<file path="src/hw/rtl/nec_ir_pkg.sv">
// ----------------------------------------------------------------------------
// NEC IR decoder package
// Shared types, register indexes and reset values for the NEC infrared
// frame decoder.
// ----------------------------------------------------------------------------
package nec_ir_pkg;

   typedef enum logic [1:0] {
      PHASE_IDLE    = 2'd0,
      PHASE_LEADER  = 2'd1,
      PHASE_MESSAGE = 2'd2
   } phase_type;

   typedef enum logic [1:0] {
      MODE_EDGE     = 2'd0,
      MODE_OVERFLOW = 2'd1,
      MODE_READ     = 2'd2
   } mode_type;

   typedef enum logic [1:0] {
      CSR_ADDRESS_LOW   = 2'd0,
      CSR_ADDRESS_HIGH  = 2'd1,
      CSR_LEADER_THRESH = 2'd2,
      CSR_ONE_THRESH    = 2'd3
   } csr_index_type;

   localparam int unsigned CSR_ADDR_WIDTH = 4;
   localparam int unsigned CSR_DATA_WIDTH = 32;
   localparam int unsigned REQ_DATA_WIDTH = 16;
   localparam int unsigned RSP_DATA_WIDTH = 16;

   localparam logic [7:0] ADDRESS_LOW_RESET   = 8'hEE;
   localparam logic [7:0] ADDRESS_HIGH_RESET  = 8'h87;
   localparam logic [7:0] LEADER_THRESH_RESET = 8'd105;
   localparam logic [7:0] ONE_THRESH_RESET    = 8'd35;

endpackage

</file>
<file path="src/hw/rtl/nec_ir_frame_decoder_unit.sv">
// ----------------------------------------------------------------------------
// NEC IR frame decoder unit
// Decodes NEC infrared frames from timer overflow and line edge events; holds
// the last matched command byte, or the last frame's command after a short leader.
// ----------------------------------------------------------------------------
// A request transfer passes through the input register, then the result
// register; a stall on the result side holds both.
// Throughput: one event per cycle while the result side takes results; the decode
// step lies combinationally between the input register and the result register.
// Reset clears the decoder state, the pending command and both pipeline
// stages, and returns the configuration registers to their default values.
module nec_ir_frame_decoder_unit (
   input  logic        clock,
   input  logic        reset,
   // Request stream.
   input  logic        req_tvalid,
   output logic        req_tready,
   input  logic [15:0] req_tdata,   // [0] line_level, [8:1] elapsed_ticks, zero fill
   input  logic [1:0]  req_tuser,   // [1:0] mode
   // Response stream.
   output logic        rsp_tvalid,
   input  logic        rsp_tready,
   output logic [15:0] rsp_tdata,   // [1:0] decoder_state, [9:2] command_code, zero fill
   // Configuration port.
   input  logic        csr_psel,
   input  logic        csr_penable,
   input  logic        csr_pwrite,
   input  logic [3:0]  csr_paddr,
   input  logic [31:0] csr_pwdata,
   output logic [31:0] csr_prdata,
   output logic        csr_pready
);

   logic                   out_free;
   logic                   s1_fire;
   logic                   req_fire;
   logic                   csr_write;

   logic                   s1_valid_ff, s1_valid_in;
   logic [1:0]             s1_mode_ff;
   logic                   s1_level_ff;
   logic [7:0]             s1_ticks_ff;

   nec_ir_pkg::phase_type  phase_ff, phase_in;
   logic [31:0]            frame_bits_ff, frame_bits_in;
   logic [4:0]             bit_pos_ff, bit_pos_in;
   logic [7:0]             pending_ff, pending_in;

   logic                   rsp_valid_ff, rsp_valid_in;
   logic [1:0]             rsp_state_ff;
   logic [7:0]             rsp_command_ff;
   logic [7:0]             command_in;

   logic [7:0]             addr_low_ff, addr_high_ff, leader_thr_ff, one_thr_ff;

   logic [31:0]            frame_set;
   logic [4:0]             bit_pos_next;

   assign out_free   = !rsp_valid_ff || rsp_tready;
   assign s1_fire    = s1_valid_ff && out_free;
   assign req_tready = !s1_valid_ff || out_free;
   assign req_fire   = req_tvalid && req_tready;
   assign csr_write  = csr_psel && csr_penable && csr_pwrite && csr_pready;

   assign s1_valid_in  = req_fire ? 1'b1 : (s1_fire ? 1'b0 : s1_valid_ff);
   assign rsp_valid_in = s1_fire ? 1'b1 : (rsp_tready ? 1'b0 : rsp_valid_ff);

   always_ff @(posedge clock) begin
      if (req_fire) begin
         s1_mode_ff  <= req_tuser;
         s1_level_ff <= req_tdata[0];
         s1_ticks_ff <= req_tdata[8:1];
      end
      if (s1_fire) begin
         rsp_state_ff   <= phase_in;
         rsp_command_ff <= command_in;
      end
   end

   always_comb begin
      frame_set            = frame_bits_ff;
      frame_set[bit_pos_ff] = frame_bits_ff[bit_pos_ff] | (s1_ticks_ff > one_thr_ff);
      bit_pos_next         = bit_pos_ff + 5'd1;

      phase_in      = phase_ff;
      frame_bits_in = frame_bits_ff;
      bit_pos_in    = bit_pos_ff;
      pending_in    = pending_ff;
      command_in    = pending_ff;

      if (s1_fire) begin
         case (s1_mode_ff)
            nec_ir_pkg::MODE_EDGE: begin
               if (s1_level_ff) begin
                  case (phase_ff)
                     nec_ir_pkg::PHASE_LEADER: begin
                        if (s1_ticks_ff > leader_thr_ff) begin
                           phase_in      = nec_ir_pkg::PHASE_MESSAGE;
                           bit_pos_in    = 5'd0;
                           frame_bits_in = 32'd0;
                        end else begin
                           phase_in   = nec_ir_pkg::PHASE_IDLE;
                           pending_in = frame_bits_ff[23:16];
                        end
                     end
                     nec_ir_pkg::PHASE_MESSAGE: begin
                        frame_bits_in = frame_set;
                        bit_pos_in    = bit_pos_next;
                        if (bit_pos_next == 5'd0) begin
                           phase_in = nec_ir_pkg::PHASE_IDLE;
                           if (frame_set[7:0] == addr_low_ff &&
                               frame_set[15:8] == addr_high_ff) begin
                              pending_in = frame_set[23:16];
                           end
                        end
                     end
                     default: begin
                     end
                  endcase
               end
               command_in = pending_in;
            end
            nec_ir_pkg::MODE_OVERFLOW: begin
               if (phase_ff == nec_ir_pkg::PHASE_IDLE && s1_level_ff) begin
                  phase_in = nec_ir_pkg::PHASE_LEADER;
               end
            end
            nec_ir_pkg::MODE_READ: begin
               pending_in = 8'd0;
            end
            default: begin
            end
         endcase
      end
   end

   always_ff @(posedge clock) begin
      if (reset) begin
         s1_valid_ff   <= 1'b0;
         rsp_valid_ff  <= 1'b0;
         phase_ff      <= nec_ir_pkg::PHASE_IDLE;
         frame_bits_ff <= 32'd0;
         bit_pos_ff    <= 5'd0;
         pending_ff    <= 8'd0;
      end else begin
         s1_valid_ff   <= s1_valid_in;
         rsp_valid_ff  <= rsp_valid_in;
         phase_ff      <= phase_in;
         frame_bits_ff <= frame_bits_in;
         bit_pos_ff    <= bit_pos_in;
         pending_ff    <= pending_in;
      end
   end

   always_ff @(posedge clock) begin
      if (reset) begin
         addr_low_ff   <= nec_ir_pkg::ADDRESS_LOW_RESET;
         addr_high_ff  <= nec_ir_pkg::ADDRESS_HIGH_RESET;
         leader_thr_ff <= nec_ir_pkg::LEADER_THRESH_RESET;
         one_thr_ff    <= nec_ir_pkg::ONE_THRESH_RESET;
      end else if (csr_write) begin
         case (csr_paddr[3:2])
            nec_ir_pkg::CSR_ADDRESS_LOW:   addr_low_ff   <= csr_pwdata[7:0];
            nec_ir_pkg::CSR_ADDRESS_HIGH:  addr_high_ff  <= csr_pwdata[7:0];
            nec_ir_pkg::CSR_LEADER_THRESH: leader_thr_ff <= csr_pwdata[7:0];
            nec_ir_pkg::CSR_ONE_THRESH:    one_thr_ff    <= csr_pwdata[7:0];
            default: begin
            end
         endcase
      end
   end

   always_comb begin
      case (csr_paddr[3:2])
         nec_ir_pkg::CSR_ADDRESS_LOW:   csr_prdata = {24'd0, addr_low_ff};
         nec_ir_pkg::CSR_ADDRESS_HIGH:  csr_prdata = {24'd0, addr_high_ff};
         nec_ir_pkg::CSR_LEADER_THRESH: csr_prdata = {24'd0, leader_thr_ff};
         nec_ir_pkg::CSR_ONE_THRESH:    csr_prdata = {24'd0, one_thr_ff};
         default:                       csr_prdata = 32'd0;
      endcase
   end

   assign csr_pready = 1'b1;
   assign rsp_tvalid = rsp_valid_ff;
   assign rsp_tdata  = {6'd0, rsp_command_ff, rsp_state_ff};

   // A read transfer leaves no command pending.
   assert property (@(posedge clock) disable iff (reset)
      s1_fire && s1_mode_ff == nec_ir_pkg::MODE_READ |=> pending_ff == 8'd0)
      else $error("pending command not cleared by read");

   // The bit counter only moves while message bits are being received.
   assert property (@(posedge clock) disable iff (reset)
      phase_ff != nec_ir_pkg::PHASE_MESSAGE |-> bit_pos_ff == 5'd0)
      else $error("bit position nonzero outside message phase");

   // Every processed event produces a response in the next cycle.
   assert property (@(posedge clock) disable iff (reset)
      s1_fire |=> rsp_valid_ff)
      else $error("processed event produced no response");

   // The request side stalls only when both stages are full and blocked.
   assert property (@(posedge clock) disable iff (reset)
      !req_tready |-> s1_valid_ff && rsp_valid_ff && !rsp_tready)
      else $error("request stalled without backpressure");

endmodule

</file>
<file path="config.mk">
export PLATFORM = sky130hd
export DESIGN_NAME = nec_ir_frame_decoder_unit
export DESIGN_NICKNAME = d
export VERILOG_FILES = /design/src/hw/rtl/nec_ir_pkg.sv /design/src/hw/rtl/nec_ir_frame_decoder_unit.sv
export SDC_FILE = /design/constraint.sdc
export NUM_CORES = 1
export LEC_CHECK = 0
export BUFFER_PORTS_ARGS = -buffer_cell sky130_fd_sc_hd__buf_2
export CAP_MARGIN = 20
export CORE_MARGIN = 4
export CORE_UTILIZATION = 28
export DETAILED_ROUTE_END_ITERATION = 8
export RECOVER_POWER = 25
export SYNTH_ARGS = -nofsm -noshare
export SYNTH_HDL_FRONTEND = slang
export SYNTH_SLANG_ARGS = --single-unit
export TNS_END_PERCENT = 1
</file>
<file path="constraint.sdc">
create_clock -name clock -period 5.05 [get_ports clock]
set_input_delay 0.505 -clock clock [delete_from_list [all_inputs] [get_ports clock]]
set_output_delay 0.505 -clock clock [all_outputs]
set_load 0.005 [all_outputs]
</file>
==> flow_summary.json <==
{
  "status": "finished, final reports clean",
  "ys_async_sr_fraction": 0,
  "pwr-share-seq": 0.494,
  "cp_max_fo": 16,
  "die-area_um2": 27000,
  "fp-row-count": 56,
  "syn_area_per_cell_um2": 8.71,
  "coreArea_um2": 23800,
  "die_h_um": 164,
  "reg2reg_from": "bit_pos_ff[0]",
  "multiInputGateArea_um2": 4030,
  "synth-edff-count": 21,
  "detailed_place_hpwl_um": 13000,
  "dr.pass1.iters": 5,
  "worst_setup_path_end_kind": "register",
  "holdWs_ns": 0.322,
  "cts_tree": "done",
  "cts_root_buffer": "clkbuf_16",
  "initial_core_util": 0.288,
  "syn_inst": 785,
  "avgRoutedWirePerCell_um": 16.3,
  "post_cts_resize_count": 0,
  "finalSetupViolCount": 0,
  "placed_cells": 1108,
  "clkTransAtPathRegs_ns": 0.07,
  "fillers": 2499,
  "grt_setup_unrepaired": "false",
  "critPathLaunchType": "register",
  "drt_first_iter_violations": 507,
  "cp_data_arrival_time_ns": 3.95,
  "clk_latency_ns": 0.35,
  "required_ns": 5.25,
  "worst_slack_ns": 1.30,
  "hold_viol_final": 0,
  "grt_max_degree": 74,
  "synthFlopType": "dfxtp_1",
  "ant_nets": 0,
  "worstSetupStartpoint": "bit_pos_ff[0]",
  "r2r_cells": 9,
  "relSlewSlack": 0.334,
  "synth_seq_cells": 102,
  "syn_to_final_growth_pct": 9.77,
  "post-cts-setup-buffers": 0,
  "final_nets": 887,
  "p_sw_uw": 422,
  "place_ws_ns": 1.32,
  "h-tree-depth": 3,
  "crit_slowest_cell": "and3_1",
  "place_congestion": 0.864,
  "cpPeakStageDelay_ns": 0.68,
  "pwr-share-clk": 0.436,
  "switching_share": 0.243,
  "grt_pass1_vias": 5675,
  "combPwrFrac": 0.070,
  "synth.most_common_cell": "a21oi_1",
  "holdBufCountCts": 0,
  "max_freq_ghz": 0.267,
  "synth_top_cell_area_share": 0.237,
  "worstMarginPinSlew_ns": 0.998,
  "io_buffers": 47,
  "synth.top_cells.by_count": "a21oi_1, dfxtp_1, nand2_1",
  "rrSetupSlack_ns": 1.30,
  "seq_area_frac_synth": 0.329,
  "grt_usage": 0.138,
  "fin_worst_skew_ns": 0.00796,
  "grt_overflow": 0,
  "slew_viol_final": 0,
  "antenna_found_initial": 0,
  "finalNonFillerCells": 1126,
  "final.min_clock_period_ns": 3.75,
  "cp-endpoint": "rsp_command_ff[7]",
  "crit_chain": "inv_1 -> ha_1 -> and4bb_4 -> nor2b_4 -> or3_1 -> o41ai_1 -> and3_1 -> a41oi_1 -> o21ai_1",
  "fin_area_um2": 7510,
  "avgViaCountPerCell": 5.22,
  "drive_gt1_frac": 0.146,
  "setup_tns_ns": 0,
  "ys_warn_count": 0,
  "die_w_um": 164,
  "p_int_uw": 1310,
  "ios": 112,
  "seq_area_um2": 2250,
  "syn-cell-area_um2": 6840,
  "numCtsBuffers": 9,
  "totalWireLength_um": 18400,
  "fin_crit_sh": 0.742,
  "leakagePower_uw": 0.00282,
  "n_antenna_cell": 0,
  "clkSinkCount": 102,
  "max-vdd-ir-drop_uv": 178,
  "grt_pass1_wl_um": 30200,
  "vias": 5875,
  "cts.path.max_buffers": 2,
  "drc": 0,
  "ys_types": 74,
  "placed_area_um2": 7160,
  "synthTopCellsByArea": "dfxtp_1, edfxtp_1, a21oi_1, mux2i_1, ha_1",
  "path_class": "reg -> reg",
  "power_density_nw_per_um2": 231,
  "maxCapViolations": 0,
  "reg2reg_to": "rsp_command_ff[7]",
  "yosysTopAreaCell": "dfxtp_1",
  "hold_class": "in -> reg"
}
-- cells by family after synthesis --
| family | count (synthesis) | share of synthesized area |
|---|---|---|
| muxes | 59 | 0.108 |
| xor gates and xnor gates | 10 | 0.0128 |
| and+or+nand+nor | 247 | 0.198 |
| DFF | 102 | 0.329 |
| other | 2 | 0.00110 |
| adders and majority gates | 24 | 0.0439 |
| AOI/OAI and AO/OA | 219 | 0.210 |
| buffers and inverters | 122 | 0.0973 |
-- worst min-delay path by stage --
stage	start	endpoint	slack (ns)	cells past startpoint
after floorplan	frame_bits_ff[24]	frame_bits_ff[24]	0.45	2
after global placement	frame_bits_ff[27]	frame_bits_ff[27]	0.46	2
after detailed placement	frame_bits_ff[27]	frame_bits_ff[27]	0.47	2
after CTS	req_tdata[4]	s1_ticks_ff[3]	0.31	1
after global routing	req_tdata[4]	s1_ticks_ff[3]	0.31	1
final	req_tdata[5]	s1_ticks_ff[4]	0.32	1
-- registers in the layout, indices dropped and copies added, names as in the netlist --
| register | count |
|---|---|
| rsp_command_ff | 8 |
| s1_mode_ff | 2 |
| leader_thr_ff | 8 |
| frame_bits_ff | 32 |
| s1_level_ff | 1 |
| rsp_tvalid | 1 |
| addr_high_ff | 8 |
| s1_ticks_ff | 8 |
| pending_ff | 8 |
| phase_ff | 2 |
| one_thr_ff | 8 |
| bit_pos_ff | 5 |
| s1_valid_ff | 1 |
| rsp_state_ff | 2 |
| addr_low_ff | 8 |
-- cell type report --
| type | count | area share |
|---|---|---|
| Inverter | 35 | 0.0175 |
| Clock buffer | 10 | 0.0333 |
| Multi-Input combinational cell | 590 | 0.537 |
| Timing Repair Buffer | 64 | 0.0493 |
| Clock inverter | 6 | 0.00983 |
| Sequential cell | 102 | 0.300 |
| Tap cell | 319 | 0.0532 |
-- power groups by stage --
| stage | sequential [uW] | combinational [uW] | clock (uW) |
|---|---|---|---|
| after CTS | 856 | 121 | 773 |
| after detailed placement | 875 | 120 | 0 |
| after global placement | 875 | 119 | 0 |
| after floorplan | 872 | 95.9 | 0 |
| after global routing | 858 | 137 | 809 |
| final | 856 | 122 | 755 |
-- placed cells by master, fill, tap and decap left out, drive strengths merged, types with 12 or more instances in the layout --
master	count
a211o	14
a21o	12
a21oi	84
buf	60
clkbuf	14
conb	31
dfxtp	81
edfxtp	21
ha	24
inv	38
mux2	16
mux2i	33
nand2	70
nand3	34
nand4	14
nor2	50
nor2b	18
o21ai	33
-- layer usage --
metal / routed length [um] / vias to the layer above / global-route usage
li1: - / 2838 / -
met1: 8620 / 2821 / 0.189
met2: 8320 / 187 / 0.217
met3: 915 / 29 / 0.0238
met4: 519 / 0 / 0.0515
met5: 0 / - / 0
-- metrics by stage --
step / util / power [uW]
2_1_floorplan: - / 968
3_3_place_gp: 0.301 / 994
3_5_place_dp: 0.301 / 996
4_1_cts: 0.315 / 1750
5_1_grt: 0.316 / 1800
6_report: 0.316 / 1730
-- critical path: cells and delay by family, from the launching register on --
kind,cells,cell delay (ns)
fa+ha+maj,1,0.46
buf+inv,1,0.20
compound gates,3,0.88
simple gates,4,1.50
flops,1,0.54
Power figures use the tool's default switching activity.
